`src/rtl/rmq_sqrt.sv`:
```
// Pipelined integer square root, one result bit per stage, with a sideband that rides along.
module rmq_sqrt #(
	parameter int XW = 32,
	parameter int RB = 16,
	parameter int SW = 8
) (
	input  logic clk,
	input  logic [RB-1:0] en,
	input  logic [XW-1:0] x_i,
	input  logic [SW-1:0] side_i,
	output logic [RB-1:0] root_o,
	output logic [SW-1:0] side_o
);
	localparam int PW  = 2 * RB;
	localparam int RMW = RB + 3;

	logic [PW-1:0]  xs_s2   [RB];
	logic [RMW-1:0] rem_s2  [RB];
	logic [RB-1:0]  root_s2 [RB];
	logic [SW-1:0]  side_s2 [RB];

	for (genvar j = 0; j < RB; j++) begin : g_step
		logic [PW-1:0]  xs_in;
		logic [RMW-1:0] rem_in;
		logic [RB-1:0]  root_in;
		logic [SW-1:0]  side_in;
		logic [RMW-1:0] cat, trial;
		logic ge;

		if (j == 0) begin : g_first
			assign xs_in   = PW'(x_i);
			assign rem_in  = '0;
			assign root_in = '0;
			assign side_in = side_i;
		end else begin : g_next
			assign xs_in   = xs_s2[j-1];
			assign rem_in  = rem_s2[j-1];
			assign root_in = root_s2[j-1];
			assign side_in = side_s2[j-1];
		end

		// Bring down two radicand bits and try the next root bit.
		always_comb begin
			cat   = {rem_in[RB:0], xs_in[PW-1 -: 2]};
			trial = {1'b0, root_in, 2'b01};
			ge    = (cat >= trial);
		end

		always_ff @(posedge clk) begin
			if (en[j]) begin
				xs_s2[j]   <= xs_in << 2;
				rem_s2[j]  <= ge ? (cat - trial) : cat;
				root_s2[j] <= {root_in[RB-2:0], ge};
				side_s2[j] <= side_in;
			end
		end
	end

	assign root_o = root_s2[RB-1];
	assign side_o = side_s2[RB-1];
endmodule

```
`config.mk`:
```
export PLATFORM = sky130hd
export DESIGN_NAME = rmq_sqrt
export DESIGN_NICKNAME = d
export VERILOG_FILES = /design/src/rtl/rmq_sqrt.sv
export SDC_FILE = /design/constraint.sdc
export NUM_CORES = 1
export LEC_CHECK = 0
export BUFFER_PORTS_ARGS = -buffer_cell sky130_fd_sc_hd__buf_2
export CORE_MARGIN = 8
export CORE_UTILIZATION = 40
export CTS_BUF_LIST = sky130_fd_sc_hd__clkbuf_4
export DETAILED_ROUTE_END_ITERATION = 8
export PLACE_DENSITY = 0.51
export SLEW_MARGIN = 30
export SYNTH_ARGS = -nofsm -noshare
export SYNTH_HDL_FRONTEND = slang
export SYNTH_SLANG_ARGS = --single-unit
```
`constraint.sdc`:
```
create_clock -name clk -period 3.1 [get_ports clk]
set_input_delay 0.465 -clock clk [delete_from_list [all_inputs] [get_ports clk]]
set_output_delay 0.465 -clock clk [all_outputs]
set_load 0.005 [all_outputs]
```
Word-level counts from Yosys, hierarchy flattened
Memory sizes are Yosys's and may differ from the RTL's.
Cells that the tools add are included.
{"block": "word_totals", "ram_bits": 1168, "romBits": 0, "input_bits": 57, "output_inout_bits": 24, "ff_bits": 0, "latch_bits": 0, "n_memories": 4}
{"block": "op_classes", "n_addsub": 16, "n_reduce_logical": 0, "n_div": 0, "order_cmp": 16, "multipliers": 0, "n_eq_ne": 0, "mux": 48, "shift": 0, "bitwise": 0}
{"name": "xs_s2", "depth": 16, "width": 30, "read_ports": 15, "rd_ports_with_merged_regs": 0, "wr": 16, "line_no": "17", "source": "logic [PW-1:0] xs_s2 [RB];"}
{"name": "rem_s2", "depth": 16, "width": 19, "read_ports": 15, "rd_ports_with_merged_regs": 0, "wr": 16, "line_no": "18", "source": "logic [RMW-1:0] rem_s2 [RB];"}
{"name": "root_s2", "depth": 16, "width": 16, "read_ports": 16, "rd_ports_with_merged_regs": 0, "wr": 16, "line_no": "19", "source": "logic [RB-1:0] root_s2 [RB];"}
{"name": "side_s2", "depth": 16, "width": 8, "read_ports": 16, "rd_ports_with_merged_regs": 0, "wr": 16, "line_no": "20", "source": "logic [SW-1:0] side_s2 [RB];"}
{"operator": "$mux 19", "count": 16}
{"operator": "$ge 19x18->1", "count": 15}
{"operator": "$sub 19x18->19", "count": 15}
{"operator": "$mux 1", "count": 32}
{"operator": "$sub 2x1->3 const B", "count": 1}
{"operator": "$ge 2x1->1 const B", "count": 1}

Logic depth before layout (Yosys ltp)
Gate-level depths: netlist of run 1.
An unclocked memory read counts as a cell.
{"block": "depth", "word_depth": 3, "mapped_depth": 11}

Least setup slack after synthesis of run 1
OpenSTA, ideal clock, no wires.
{"block": "synth_path", "path_kind": "reg-to-reg", "start": "memory rem_s2[11][4] (netlist bit)", "end": "memory rem_s2[12][10] (netlist bit) (data pin)", "arrival_time_ps": 2462, "path_buffers": 2, "required_ps": 2840, "setup_slack_ps": 377, "period_less_slack_ps": 2723, "path_stages_with_launch": 9, "path_cell_list": "edfxtp_1 ha_1 a2111o_1 o21ai_2 nor4_1 or4_1 buf_2 buf_6 mux2_4"}
{"item": "start, declared", "line_no": "18"}

==> metrics.cfg, run 1 <==
[synth]
synth_area_leaders=edfxtp_1 69%, ha_1 5.9%, xnor2_1 2.4%
syn_area_per_cell_um2=14.2
synth_area_um2=32100
syn_inst=2266
yosys_warnings=0
synthDistinctLibCells=82
ys_async_sr_fraction_pct=0
ys_ff_latch=741
synth_edf_count=741
synth_nets=2475
synth.top_cell.area_share_pct=69.4
seq_area_frac_synth_pct=69.4
ys.flop_type=edfxtp_1
post-synth-top-area-cell=edfxtp_1

[pwr]
leakage_nw=14.3
peakVddDrop_uv=384
power.total_mw=24.2
power.density_nw_per_um2=653

[placement]
port_buffers=80
dpl_cell_area_um2=34000
place_ws_ns=0.0930
dpl.hpwl_um=39800
routabilityCongestion=0.873

[clock_network]
path_clk_slew_ns=0.06
clk_latency_ns=0.99
cts_root_buf=clkbuf_4
clock_path_buffers=3
cts_tree=done
post_cts_buffers=0
cts-htree-levels=4
cts-buffers-inserted=190
clock_sinks=741

[floorplanning]
floorplan.initialDensity_pct=40.1
row_count=104
io_pins=81
design.core.area_um2=79900
die_h_um=299
die-area_um2=89500
die_x_um=299

[timing]
period_minus_slack_ns=2.95
period_share_pct=95.2
slew_headroom_pct=41.6
fin_tns_setup_ns=0
final.setup_skew_ns=0.0669
worst_pin_slew_ns=0.877
max_clock_freq_ghz=0.339
fin_ws_ns=0.149
report.final.slew_viol_count=0
worst_hold_slack_ns=0.141
rsz0062_at_grt=false
hold_violations=0
setup_violations=0

[detailed_routing]
vias=18415
dr.pass1.iters=5
totalWireLength_um=56100
drcViolationCount=0
wire_per_inst_um=14.7
final_antenna_net_count=0
first_iter_violations=946
vias_per_cell=4.84

[run_status]
outcome=finished clean

[global_route]
grt_pass1_wl_um=92900
grt_max_degree=55
grt_use_total_pct=12.5
grt_pass1_vias=19263
grt_remaining_overflow=0
antenna_found_initial=2

[cells_and_area]
layout-drive-gt1-share_pct=17.1
final_common_cell=edfxtp_1
final_nets=2818
syn2layout_area_growth_pct=15.5
fin_area_um2=37100
final_cell_mix=741 x edfxtp_1, 268 x clkbuf_4, 191 x nor2_1

[critical_path]
crit_required_ns=3.81
crit_path_end_kind=register
regToRegSetupSlack_ns=0.15
rr_worst_depth=10
reg2reg_from=rem_s2[7][0]
path_class=reg -> reg
critPathMaxFanout=12
rr_endpoint=rem_s2[8][1]
worstSetupStartpoint=rem_s2[7][0]
start_kind=register
endpoint=rem_s2[8][1]
worstPathArrival_ns=3.66

[flow_run]
maxCapViolCount=0

[min_path]
worstHoldPathType=in -> reg

==> report_power, final <==
group | internal, mW | switching (mW) | leakage, nW
Sequential | 12.3 | 0.501 | 7.12
Clock | 4.13 | 3.89 | 1.41
Combinational | 1.52 | 1.87 | 5.76
==> worst min path at each step <==
stage	endpoint	startpoint	cells after the start	slack, ns
3_5_place_dp	side_s2[0][13]	side_s2[0][5]	0	0.40
4_1_cts	rem_s2[8][10]	en[8]	2	0.00005
5_1_grt	side_s2[0][3]	side_i[3]	2	0.01
6_report	rem_s2[8][16]	en[8]	2	0.14
3_3_place_gp	side_s2[0][55]	side_s2[0][47]	0	0.40
2_1_floorplan	side_s2[0][10]	side_s2[0][2]	0	0.40
==> layer usage <==
layer  GRT usage, %  vias to the layer above  routed length (µm)
li1               -                     9270                   -
met1           14.2                     8634               23600
met2           22.0                      389               28300
met3           3.49                      122                2610
met4           5.67                        0                1480
met5              0                        -                   0
==> critical path: stages (launching register included) <==
cell and delay [ns]:
edfxtp_1 0.40, ha_1 0.37, o21a_1 0.17, nor4_1 0.05, buf_4 0.14, o311a_1 0.39, o31ai_1 0.39, or3_1 0.31
buf_4 0.23, buf_4 0.17, a21oi_1 0.07
==> state kept, by name, indices dropped and copies added (netlist names) <==
name and flops:
xs_s2 240, root_s2 136, rem_s2 237, side_s2 128
==> Yosys cell counts, types with 10 or more instances <==
library cell / number
nand2b_1: 30
xnor2_1: 89
clkbuf_1: 12
nor4_1: 17
xor2_1: 74
o211ai_1: 11
inv_1: 178
o21ai_0: 99
edfxtp_1: 741
o21a_1: 24
nor2b_1: 22
a21oi_1: 148
mux2_2: 27
nand4_1: 18
nor2_1: 191
nand2_1: 97
a21o_1: 29
nand3_1: 35
o31ai_1: 11
nor3_1: 56
or3_1: 22
a211oi_1: 11
or4_1: 10
ha_1: 152
buf_2: 17
and2_1: 10
a31oi_1: 11
==> timing repair <==
item / in CTS / in global routing
hold endpoints to repair: 525 / 98
gates resized for setup: 0 / 4
hold buffers: 60 / 3
setup endpoints to repair: 0 / 16
==> layout make-up <==
type / count / area (µm²)
Sequential cell: 741 / 22300
Timing Repair Buffer: 183 / 1390
Clock inverter: 58 / 375
Clock buffer: 268 / 2010
Tap cell: 1060 / 1330
Antenna cell: 3 / 7.51
Inverter: 178 / 668
Multi-Input combinational cell: 1315 / 9020
Fill cell: 7186 / 42800
==> metrics by stage <==
stage               utilization, %  cells
finish                        46.4   3806
global route                  46.4   3806
CTS                           46.3   3799
detailed placement            42.5   3413
global placement              42.5   3413
floorplan                        -   2266
==> cells by family after synthesis <==
kind of cell,synth area share [%]
AO/OA/AOI/OAI,7.95
XOR/XNOR,4.45
adder cells (fa/ha/maj),5.93
buffers and inverters,2.56
flip-flops,69.4
multiplexers,1.35
other,0.0117
AND/OR/NAND/NOR,8.37
Power figures use the tool's default switching activity.
==> run 2: changes to the inputs <==
--- a/config.mk
+++ b/config.mk
@@ -11,6 +11,7 @@
 export CTS_BUF_LIST = sky130_fd_sc_hd__clkbuf_4
 export DETAILED_ROUTE_END_ITERATION = 8
 export PLACE_DENSITY = 0.51
+export SETUP_SLACK_MARGIN = 0.2
 export SLEW_MARGIN = 30
 export SYNTH_ARGS = -nofsm -noshare
 export SYNTH_HDL_FRONTEND = slang
==> metrics.cfg, run 2 (synthesis results as in run 1) <==
[critical_path]
crit_required_ns=3.81  ; about the same
crit_path_end_kind=register
critPathMaxFanout=16  ; +4
worstPathArrival_ns=3.56  ; -0.10 ns
worstSetupStartpoint=rem_s2[11][3]
reg2reg_from=rem_s2[11][3]
start_kind=register
rr_worst_depth=7  ; -3
path_class=reg -> reg
regToRegSetupSlack_ns=0.25  ; +0.10 ns

[timing]
period_minus_slack_ns=2.85  ; -0.0995 ns
final.setup_skew_ns=0.0672  ; +0.000300 ns
max_clock_freq_ghz=0.351  ; +3.5%
fin_tns_setup_ns=0  ; unchanged
setup_violations=0  ; unchanged
period_share_pct=92.0  ; -3.2 points
report.final.slew_viol_count=0  ; unchanged
rsz0062_at_grt=true
hold_violations=0  ; unchanged
slew_headroom_pct=41.8  ; +0.27 points
worst_pin_slew_ns=0.872  ; -0.00408 ns

[clock_network]
cts-htree-levels=4  ; unchanged
cts_tree=done
cts_root_buf=clkbuf_4
clock_path_buffers=3  ; unchanged
clock_sinks=741  ; unchanged
clk_latency_ns=1.00  ; about the same
path_clk_slew_ns=0.07  ; about the same
cts-buffers-inserted=190  ; unchanged

[detailed_routing]
wire_per_inst_um=14.8  ; +0.31%
final_antenna_net_count=0  ; unchanged
dr.pass1.iters=5  ; unchanged
totalWireLength_um=56300  ; +0.39%
drcViolationCount=0  ; unchanged
vias=18414  ; -0.0054%
first_iter_violations=938  ; -0.85%
vias_per_cell=4.83  ; about the same

[min_path]
holdPathStages=2  ; unchanged
worstHoldPathType=in -> reg
hp-start=en[8]

[placement]
dpl_cell_area_um2=34000  ; unchanged
dpl.hpwl_um=39800  ; unchanged
routabilityCongestion=0.873  ; unchanged
port_buffers=80  ; unchanged

[floorplanning]
floorplan.initialDensity_pct=40.1  ; unchanged
io_pins=81  ; unchanged
die-area_um2=89500  ; unchanged
row_count=104  ; unchanged
die_h_um=299  ; unchanged
design.core.area_um2=79900  ; unchanged
die_x_um=299  ; unchanged

[global_route]
grt_use_total_pct=12.5  ; unchanged
grt_pass1_wl_um=92900  ; about the same
antenna_found_initial=2  ; unchanged
grt_remaining_overflow=0  ; unchanged
grt_max_degree=55  ; unchanged
grt_pass1_vias=19257  ; -0.031%

[cells_and_area]
final_cell_mix=741 x edfxtp_1, 268 x clkbuf_4, 191 x nor2_1
largest_register=xs_s2
fill_cells=7168  ; -0.25%
layout-drive-gt1-share_pct=17.5  ; +0.45 points
largest_registers=xs_s2 (240), rem_s2 (237), root_s2 (136)
largest_register_ffs=240  ; unchanged
final_common_cell=edfxtp_1
fin_area_um2=37200  ; +0.28%
syn2layout_area_growth_pct=15.8
final_nets=2821  ; +0.11%

[run_status]
outcome=finished clean

[pwr]
leakage_nw=14.3  ; +0.30%
peakVddDrop_uv=384  ; about the same
power.density_nw_per_um2=652  ; -0.12%

[flow_run]
maxCapViolCount=0  ; unchanged

==> run 2: what timing repair did <==
item / 4_1_cts / 5_1_grt
hold endpoints to repair: 525 / 98
pin swaps: 0 / 4
buffers inserted: 0 / 3
gates resized for setup: 3 / 17
hold buffers: 60 / 3
setup endpoints to repair: 12 / 68
==> run 2: path summary, 6_finish.rpt <==
check | to
setup / recovery | rem_s2[12][3]
hold / removal | rem_s2[8][10]
setup reg to reg | rem_s2[12][3]
hold reg to reg | xs_s2[0][57]
==> run 2: layout make-up <==
class | count | area (µm²) | area share, %
Tap cell | 1060 | 1330 | 3.57
Antenna cell | 3 | 7.51 | 0.0202
Multi-Input combinational cell | 1315 | 9100 | 24.5
Timing Repair Buffer | 186 | 1410 | 3.80
Inverter | 178 | 668 | 1.80
Sequential cell | 741 | 22300 | 59.9
Clock inverter | 58 | 375 | 1.01
Clock buffer | 268 | 2010 | 5.42
==> run 2: power breakdown <==
group          leakage, nW  internal [mW]  total (mW)  switching (mW)
clock                 1.41           4.13        8.03            3.89
sequential            7.12           12.3        12.8           0.503
combinational         5.80           1.54        3.43            1.89
==> run 2: critical path, stage by stage (launching register included) <==
cell	delay, ns
edfxtp_1	0.41
ha_1	0.31
a2111o_1	0.48
o21ai_4	0.25
nor4_1	0.10
or4_4	0.59
buf_12	0.18
mux2_2	0.27
==> run 2: layer usage <==
layer | vias up | GRT usage (%) | wire length (µm)
li1 | 9264 | - | -
met4 | 0 | 5.67 | 1490
met3 | 124 | 3.49 | 2570
met5 | - | 0 | 0
met1 | 8641 | 14.2 | 23800
met2 | 385 | 22.0 | 28400
==> run 2: per-stage QoR <==
step / utilization, % / worst slack, ns / std cells / hold slack [ns] / power (mW)
2_1_floorplan: - / 0.377 / 2266 / 0.400 / 15.2
4_1_cts: 46.3 / 0.217 / 3799 / 0.0000532 / 24.6
3_3_place_gp: 42.5 / 0.135 / 3413 / 0.400 / 16.2
3_5_place_dp: 42.5 / 0.0930 / 3413 / 0.405 / 16.3
5_1_grt: 46.5 / 0.169 / 3809 / 0.0124 / 25.7
6_report: 46.5 / 0.249 / 3809 / 0.133 / 24.2
